--- src/signed_word_alu_macros.svh ---
// ----------------------------------------------------------------------------
// Assertion macros for the signed word ALU
// Short forms for the clocked, reset-gated checks used in the RTL.
// ----------------------------------------------------------------------------
`ifndef SIGNED_WORD_ALU_MACROS_SVH
`define SIGNED_WORD_ALU_MACROS_SVH

// Same-cycle implication, disabled while reset is asserted
`define SWA_ASSERT_IMP(label, clk, rst_n, ante, cons) \
    label: assert property (@(posedge clk) disable iff (!rst_n) (ante) |-> (cons)) \
        else $error("signed_word_alu: same-cycle check failed");

// Next-cycle implication, disabled while reset is asserted
`define SWA_ASSERT_NEXT(label, clk, rst_n, ante, cons) \
    label: assert property (@(posedge clk) disable iff (!rst_n) (ante) |=> (cons)) \
        else $error("signed_word_alu: next-cycle check failed");

`endif

--- src/swa_pkg.sv ---
// ----------------------------------------------------------------------------
// swa_pkg
// Types and constants shared by the signed word ALU modules.
// ----------------------------------------------------------------------------
package swa_pkg;

    localparam int WORD_BITS = 16;
    localparam int PROD_BITS = 2 * WORD_BITS;
    localparam int CNT_BITS  = $clog2(WORD_BITS);

    typedef logic [WORD_BITS-1:0] word_t;
    typedef logic [PROD_BITS-1:0] wide_t;

    localparam word_t MOST_NEGATIVE = {1'b1, {(WORD_BITS-1){1'b0}}};

    typedef enum logic [2:0] {
        ACT_ADD = 3'd0,
        ACT_MUL = 3'd1,
        ACT_DIV = 3'd2,
        ACT_AND = 3'd3,
        ACT_OR  = 3'd4,
        ACT_NOT = 3'd5,
        ACT_SHL = 3'd6,
        ACT_SHR = 3'd7
    } action_t;

    typedef enum logic [2:0] {
        ST_IDLE,
        ST_EXEC,
        ST_MUL,
        ST_DIV,
        ST_FIX,
        ST_DONE
    } state_t;

    typedef struct packed {
        action_t                     action;
        logic signed [WORD_BITS-1:0] operand_a;
        logic signed [WORD_BITS-1:0] operand_b;
    } req_t;

    typedef struct packed {
        logic signed [WORD_BITS-1:0] result;
        logic                        overflow;
        logic                        divide_by_zero;
    } rsp_t;

    typedef struct packed {
        wide_t x;
        wide_t y;
        logic  sub;
    } addsub_req_t;

endpackage

--- src/swa_addsub.sv ---
// ----------------------------------------------------------------------------
// swa_addsub
// Shared double-width adder/subtractor used by the add, multiply, divide and sign fix-up steps.
// ----------------------------------------------------------------------------
module swa_addsub
    import swa_pkg::*;
(
    input  addsub_req_t cmd,
    output wide_t       sum
);

    wide_t y_eff;

    // Subtract as add of the inverted operand plus one
    assign y_eff = cmd.y ^ {PROD_BITS{cmd.sub}};
    assign sum   = cmd.x + y_eff + wide_t'(cmd.sub);

endmodule

--- src/swa_logic.sv ---
// ----------------------------------------------------------------------------
// swa_logic
// Bitwise operations and logical shifts on one word.
// ----------------------------------------------------------------------------
module swa_logic
    import swa_pkg::*;
(
    input  action_t action,
    input  word_t   a,
    input  word_t   b,
    output word_t   result
);

    logic [CNT_BITS-1:0] shamt;
    logic                too_far;

    assign shamt   = b[CNT_BITS-1:0];
    assign too_far = (b >= word_t'(WORD_BITS));

    always_comb
    begin
        case (action)
            ACT_AND: result = a & b;
            ACT_OR:  result = a | b;
            ACT_NOT: result = ~a;
            ACT_SHL: result = too_far ? '0 : (a << shamt);
            ACT_SHR: result = too_far ? '0 : (a >> shamt);
            default: result = '0;
        endcase
    end

endmodule

--- src/signed_word_alu.sv ---
// ----------------------------------------------------------------------------
// signed_word_alu
// Signed word ALU with an overflow flag held across logic operations and a multi-cycle mul/div.
// ----------------------------------------------------------------------------
// Usage:
//   Request channel (req_valid/req_stall/req) carries action, operand_a and
//   operand_b; a transfer happens when req_valid is high and req_stall low.
//   Response channel (rsp_valid/rsp_stall/rsp) carries result, overflow and
//   divide_by_zero, one response per request, in order.
//   One item at a time: req_stall is high from the transfer until the block
//   is back in idle. Add and the logic/shift operations pass through the
//   execute state; multiply and divide run one step per cycle for 16 steps
//   through the single shared adder, and divide then does the sign fix-up
//   through that adder. Divide by zero and the minimum divided by -1 skip
//   the iteration.
//   A finished response sits in an output register; the block accepts the
//   next request while it waits. If the receiver stalls and a new result is
//   ready, the block holds that result until the register frees up.
//   Reset clears the overflow flag, the sequencer and the response valid.
// ----------------------------------------------------------------------------
`include "signed_word_alu_macros.svh"

module signed_word_alu
    import swa_pkg::*;
(
    input  logic clk,
    input  logic rst_n,
    input  logic req_valid,
    output logic req_stall,
    input  req_t req,
    output logic rsp_valid,
    input  logic rsp_stall,
    output rsp_t rsp
);

    state_t              state_reg, state_next;
    action_t             op_reg;
    wide_t               a_reg;
    word_t               b_reg;
    word_t               q_reg;
    wide_t               acc_reg;
    logic [CNT_BITS-1:0] cnt_reg;
    logic                neg_reg;
    word_t               res_reg;
    logic                ovf_res_reg;
    logic                upd_reg;
    logic                dz_reg;
    logic                flag_reg;
    logic                rsp_valid_reg;
    rsp_t                rsp_reg;

    addsub_req_t         add_cmd;
    wide_t               sum;
    word_t               logic_res;
    word_t               in_a;
    word_t               in_b;
    word_t               abs_a;
    word_t               abs_b;
    logic                b_zero;
    logic                min_by_m1;
    logic                last_step;
    logic                out_free;
    wide_t               trial;
    wide_t               prod;
    logic                flag_new;

    swa_addsub u_addsub
    (
        .cmd (add_cmd),
        .sum (sum)
    );

    swa_logic u_logic
    (
        .action (op_reg),
        .a      (a_reg[WORD_BITS-1:0]),
        .b      (b_reg),
        .result (logic_res)
    );

    assign in_a      = word_t'(req.operand_a);
    assign in_b      = word_t'(req.operand_b);
    assign abs_a     = in_a[WORD_BITS-1] ? (~in_a + word_t'(1)) : in_a;
    assign abs_b     = in_b[WORD_BITS-1] ? (~in_b + word_t'(1)) : in_b;
    assign b_zero    = (in_b == '0);
    assign min_by_m1 = (in_a == MOST_NEGATIVE) && (in_b == '1);
    assign last_step = (cnt_reg == CNT_BITS'(WORD_BITS - 1));
    assign out_free  = !rsp_valid_reg || !rsp_stall;
    assign trial     = {acc_reg[PROD_BITS-2:0], q_reg[WORD_BITS-1]};
    assign prod      = b_reg[0] ? sum : acc_reg;
    assign flag_new  = upd_reg ? ovf_res_reg : flag_reg;

    assign req_stall = (state_reg != ST_IDLE);
    assign rsp_valid = rsp_valid_reg;
    assign rsp       = rsp_reg;

    // Sequencer: next state and operand selection for the shared adder
    always_comb
    begin
        state_next  = state_reg;
        add_cmd     = '0;
        case (state_reg)
            ST_IDLE:
            begin
                if (req_valid)
                begin
                    case (req.action)
                        ACT_MUL: state_next = ST_MUL;
                        ACT_DIV: state_next = (b_zero || min_by_m1) ? ST_DONE : ST_DIV;
                        default: state_next = ST_EXEC;
                    endcase
                end
            end
            ST_EXEC:
            begin
                add_cmd.x  = a_reg;
                add_cmd.y  = {{WORD_BITS{b_reg[WORD_BITS-1]}}, b_reg};
                state_next = ST_DONE;
            end
            ST_MUL:
            begin
                // The sign bit of the multiplier carries negative weight
                add_cmd.x   = acc_reg;
                add_cmd.y   = a_reg;
                add_cmd.sub = last_step;
                if (last_step)
                begin
                    state_next = ST_DONE;
                end
            end
            ST_DIV:
            begin
                add_cmd.x   = trial;
                add_cmd.y   = {{WORD_BITS{1'b0}}, b_reg};
                add_cmd.sub = 1'b1;
                if (last_step)
                begin
                    state_next = ST_FIX;
                end
            end
            ST_FIX:
            begin
                add_cmd.y   = {{WORD_BITS{1'b0}}, q_reg};
                add_cmd.sub = neg_reg;
                state_next  = ST_DONE;
            end
            ST_DONE:
            begin
                if (out_free)
                begin
                    state_next = ST_IDLE;
                end
            end
            default:
            begin
                state_next = ST_IDLE;
            end
        endcase
    end

    always_ff @(posedge clk or negedge rst_n)
    begin
        if (!rst_n)
        begin
            state_reg     <= ST_IDLE;
            flag_reg      <= 1'b0;
            rsp_valid_reg <= 1'b0;
        end
        else
        begin
            state_reg <= state_next;
            if (state_reg == ST_DONE && out_free)
            begin
                flag_reg      <= flag_new;
                rsp_valid_reg <= 1'b1;
            end
            else if (rsp_valid_reg && !rsp_stall)
            begin
                rsp_valid_reg <= 1'b0;
            end
        end
    end

    always_ff @(posedge clk)
    begin
        case (state_reg)
            ST_IDLE:
            begin
                if (req_valid)
                begin
                    op_reg      <= req.action;
                    a_reg       <= {{WORD_BITS{in_a[WORD_BITS-1]}}, in_a};
                    b_reg       <= (req.action == ACT_DIV) ? abs_b : in_b;
                    q_reg       <= abs_a;
                    neg_reg     <= in_a[WORD_BITS-1] ^ in_b[WORD_BITS-1];
                    acc_reg     <= '0;
                    cnt_reg     <= '0;
                    dz_reg      <= (req.action == ACT_DIV) && b_zero;
                    upd_reg     <= (req.action == ACT_ADD) || (req.action == ACT_MUL)
                                   || ((req.action == ACT_DIV) && !b_zero);
                    // Early-out divide results; the iterative paths overwrite these
                    ovf_res_reg <= min_by_m1;
                    res_reg     <= b_zero ? '0 : in_a;
                end
            end
            ST_EXEC:
            begin
                res_reg     <= (op_reg == ACT_ADD) ? sum[WORD_BITS-1:0] : logic_res;
                ovf_res_reg <= sum[WORD_BITS] ^ sum[WORD_BITS-1];
            end
            ST_MUL:
            begin
                acc_reg <= prod;
                a_reg   <= a_reg << 1;
                b_reg   <= b_reg >> 1;
                cnt_reg <= cnt_reg + CNT_BITS'(1);
                if (last_step)
                begin
                    res_reg     <= prod[WORD_BITS-1:0];
                    ovf_res_reg <= !((&prod[PROD_BITS-1:WORD_BITS-1])
                                     || !(|prod[PROD_BITS-1:WORD_BITS-1]));
                end
            end
            ST_DIV:
            begin
                // Restore on a negative trial remainder
                acc_reg <= sum[PROD_BITS-1] ? trial : sum;
                q_reg   <= {q_reg[WORD_BITS-2:0], !sum[PROD_BITS-1]};
                cnt_reg <= cnt_reg + CNT_BITS'(1);
            end
            ST_FIX:
            begin
                res_reg     <= sum[WORD_BITS-1:0];
                ovf_res_reg <= 1'b0;
            end
            ST_DONE:
            begin
                if (out_free)
                begin
                    rsp_reg.result         <= res_reg;
                    rsp_reg.overflow       <= flag_new;
                    rsp_reg.divide_by_zero <= dz_reg;
                end
            end
            default:
            begin
            end
        endcase
    end

    `SWA_ASSERT_IMP(a_dz_zero_result, clk, rst_n, rsp_valid && rsp.divide_by_zero, rsp.result == '0)
    `SWA_ASSERT_IMP(a_dz_only_divide, clk, rst_n, (state_reg == ST_DONE) && dz_reg, (op_reg == ACT_DIV) && !upd_reg)
    `SWA_ASSERT_NEXT(a_flag_only_done, clk, rst_n, state_reg != ST_DONE, $stable(flag_reg))
    `SWA_ASSERT_NEXT(a_mul_starts, clk, rst_n, req_valid && !req_stall && (req.action == ACT_MUL), (state_reg == ST_MUL) && (cnt_reg == '0))

endmodule

--- config.mk ---
export PLATFORM = sky130hd
export DESIGN_NAME = signed_word_alu
export DESIGN_NICKNAME = d
export VERILOG_FILES = /design/src/swa_pkg.sv /design/src/swa_addsub.sv /design/src/swa_logic.sv /design/src/signed_word_alu.sv
export VERILOG_INCLUDE_DIRS = /design/src /design/src/src
export SDC_FILE = /design/constraint.sdc
export NUM_CORES = 1
export LEC_CHECK = 0
export CAP_MARGIN = 20
export CORE_MARGIN = 5
export CORE_UTILIZATION = 49
export DETAILED_ROUTE_END_ITERATION = 10
export DONT_BUFFER_PORTS = 1
export GPL_ROUTABILITY_DRIVEN = 0
export RECOVER_POWER = 100
export SYNTH_ARGS = -nofsm -noshare
export SYNTH_HDL_FRONTEND = slang
export SYNTH_SLANG_ARGS = --single-unit
--- constraint.sdc ---
create_clock -name clk -period 6.94 [get_ports clk]
set_clock_uncertainty 0.1 [all_clocks]
set_input_delay 1.041 -clock clk [delete_from_list [all_inputs] [get_ports clk]]
set_output_delay 1.041 -clock clk [all_outputs]
set_load 0.01 [all_outputs]
==> impl_metrics.tcl <==
set metrics [dict create \
    fin_tns_setup_ps 0 \
    grt_first_pass_wirelength_microns 66400 \
    synth_simple_gate_area_frac 0.192 \
    yosys-mux-area-fraction 0.0904 \
    maxCapViolCount 5 \
    fin_ws_ps 808 \
    drt-total-wl_microns 43700 \
    required_ps 7010 \
    dr.pass1.iters 5 \
    hold_path_class "in -> async" \
    clock_path_buffers 2 \
    p_per_area_nw_per_um2 423 \
    synthAdderAreaFrac 0.0344 \
    n_antenna_cell 0 \
    failed_checks "max-capacitance violations, max-slew violations" \
    place_ws_ps 1160 \
    synthesis.area_sq_um 12900 \
    synth_fp_nets 1611 \
    synth_cell_types 89 \
    timing.fmax_mhz 163 \
    overflow 0 \
    setup_violations 0 \
    fp.dieH_microns 173 \
    postRouteAntennaNets 0 \
    io_buffers 0 \
    antenna_found_initial 1 \
    worst-path-max-fanout 23 \
    cts_buffers 17 \
    route.detailed.drc 0 \
    clk_pin_slew_ps 80 \
    area_delta_synth_final_pct 5.90 \
    vias 12143 \
    ios 59 \
    grt_pass1_vias 11038 \
    slew_headroom -1.03 \
    p_total_uw 5800 \
    cts-root-buf "clkbuf_16" \
    drive_above_1_share 0.0842 \
    outcome "complete, but fails checks" \
    synth_compound_area_frac 0.237 \
    slew_viol_final 195 \
    dpl.hpwl_microns 31600 \
    core_sq_um 26100 \
    leakage_uw 0.00497 \
    finalNetCount 1545 \
    cp-end-kind "flop" \
    yosys_warnings 0 \
    ctsResizeCount 0 \
    hold_buffers 0 \
    syn_area_per_cell_sq_um 8.42 \
    async_flop_share 0.0342 \
    worst_slew_pin_slew_ps 3040 \
    start_util 0.497 \
    die_w_microns 173 \
    grt_use_total 0.280 \
    drtIter0Drc 1601 \
    startpoint_type "flop" \
    synth_xor_area_frac 0.0642 \
    dieArea_sq_um 29800 \
    final.period_utilization 0.884 \
    critPathKind "reg -> reg" \
    post_drt_wl_per_cell_microns 24.0 \
    irDropWorstVdd_mv 0.268 \
    fillers 2452 \
    grt_max_degree 49 \
    synth_edf_count 141 \
    htreeDepth 4 \
    clk_latency_ps 450 \
    viasPerCell 6.68 \
    rsz0062_at_grt "no" \
    cts_tree "done" \
    clock_sinks 146 \
    min_period_ps 6130 \
    ys.flop_type "edfxtp_1" \
    rows 59 \
    seq_area_frac_synth 0.337 \
    synth_top_family_by_area "compound AO/OA/AOI/OAI gates" \
    postCtsSetupBuffers 0 \
    synth-seq-cells 146 \
    netlist_instances 1537 \
    hold_viol 0 \
    cp_data_arrival_time_ps 6200 \
]
## kinds of logic (layout without fill, tap and decap cells)
group           after synthesis  count (layout)
compound gates              479             479
xor+xnor                     94              94
fa+ha+maj                    35              35
buf+inv                     139              86
flops                       146             146
mux                         106             106
simple gates                538             538
## worst max-delay path: stages (launching register included)
cell and delay [ps]:
dfrtp_2 560, nand2b_1 210, clkbuf_1 1070, nor2_4 190
a21oi_1 260, xnor2_1 80, ha_1 520, nor2_1 70
or3_1 390, o21ai_0 520, o311ai_1 210, a311oi_1 570
o211a_1 240, nor4bb_1 230, nand4_1 150, o41ai_2 330
a22oi_1 130
## layer usage
layer  part of all wire  vias to the layer above  GRT usage
met3               0.11                       90     0.0568
li1                   -                     5580          -
met4              0.032                        0     0.0901
met5                  0                        -          0
met2               0.42                      678      0.410
met1               0.43                     5795      0.416
## placed cells by master (no fill, tap or decap), types with 19 or more instances in the layout
cell type / instances
mux2_2: 43
a211oi_1: 38
inv_1: 23
nand2_1: 196
a22oi_1: 58
nand3_1: 26
xnor2_1: 59
nor2b_1: 19
mux2i_1: 55
edfxtp_1: 141
a21oi_1: 131
xor2_1: 34
ha_1: 34
nor2_1: 171
o21ai_0: 122
buf_4: 19
## report_power, final
part           internal [uW]  leakage (uW)  total (uW)  switching (uW)
Combinational           1210       0.00330        3290            2080
Sequential              1290       0.00138        1520             230
Clock                    490      0.000292         990             499
Total                   2990       0.00497        5800            2810
## layout make-up
| cell class | instances | area [sq um] | share of cell area |
|---|---|---|---|
| inverter | 24 | 90.1 | 0.00657 |
| tap | 335 | 419 | 0.0306 |
| timing repair buffer | 30 | 200 | 0.0146 |
| clock inverter | 15 | 180 | 0.0131 |
| clock buffer | 17 | 425 | 0.0310 |
| multi-input combinational | 1252 | 8030 | 0.586 |
| sequential | 146 | 4370 | 0.318 |
## synth_stat cells (6+ instances only)
cell type / instances / area (sq um)
ha_1: 34 / 425
or4_1: 6 / 45.0
a221oi_1: 15 / 131
o21a_1: 7 / 52.6
o211ai_1: 15 / 113
o21ai_1: 20 / 100
nand3_1: 26 / 130
buf_2: 12 / 60.1
a22oi_1: 58 / 435
a211oi_1: 38 / 285
clkbuf_1: 85 / 319
nand2_1: 197 / 739
nor2b_1: 19 / 119
mux2_2: 43 / 484
o21ai_0: 109 / 546
and3_1: 10 / 62.6
edfxtp_1: 141 / 4230
xnor2_1: 59 / 517
nor2_1: 172 / 646
or3_1: 12 / 75.1
inv_1: 23 / 86.3
a31oi_1: 10 / 62.6
a21oi_1: 131 / 656
o31ai_1: 6 / 45.0
nand4_1: 16 / 100
mux2i_1: 55 / 551
buf_1: 10 / 37.5
nor3_1: 19 / 95.1
and2_1: 11 / 68.8
a21o_1: 14 / 105
nand2b_1: 17 / 106
xor2_1: 34 / 298
nor4_1: 6 / 37.5
## worst paths after layout
path	start	end	slack (ps)	cells after the start
min reg2reg	res_reg[10]	rsp[12]	320	0
min in group clk	res_reg[10]	rsp[12]	320	0
max in group asynchronous	rst_n	state_reg[1]	6490	0
max	state_reg[1]	ovf_res_reg	810	16
min	rst_n	state_reg[0]	170	0
max reg2reg	state_reg[1]	ovf_res_reg	810	16
## per-stage QoR
| step | instances | hold slack (ps) | area, sq um | util |
|---|---|---|---|---|
| after global placement | 1786 | 305 | 13200 | 0.505 |
| after CTS | 1818 | 174 | 13800 | 0.528 |
| after detailed placement | 1786 | 305 | 13200 | 0.505 |
| after floorplan | 1537 | 300 | 12900 | - |
| after global routing | 1819 | 164 | 13700 | 0.526 |
| final | 1819 | 173 | 13700 | 0.526 |
Power figures use the tool's default switching activity.
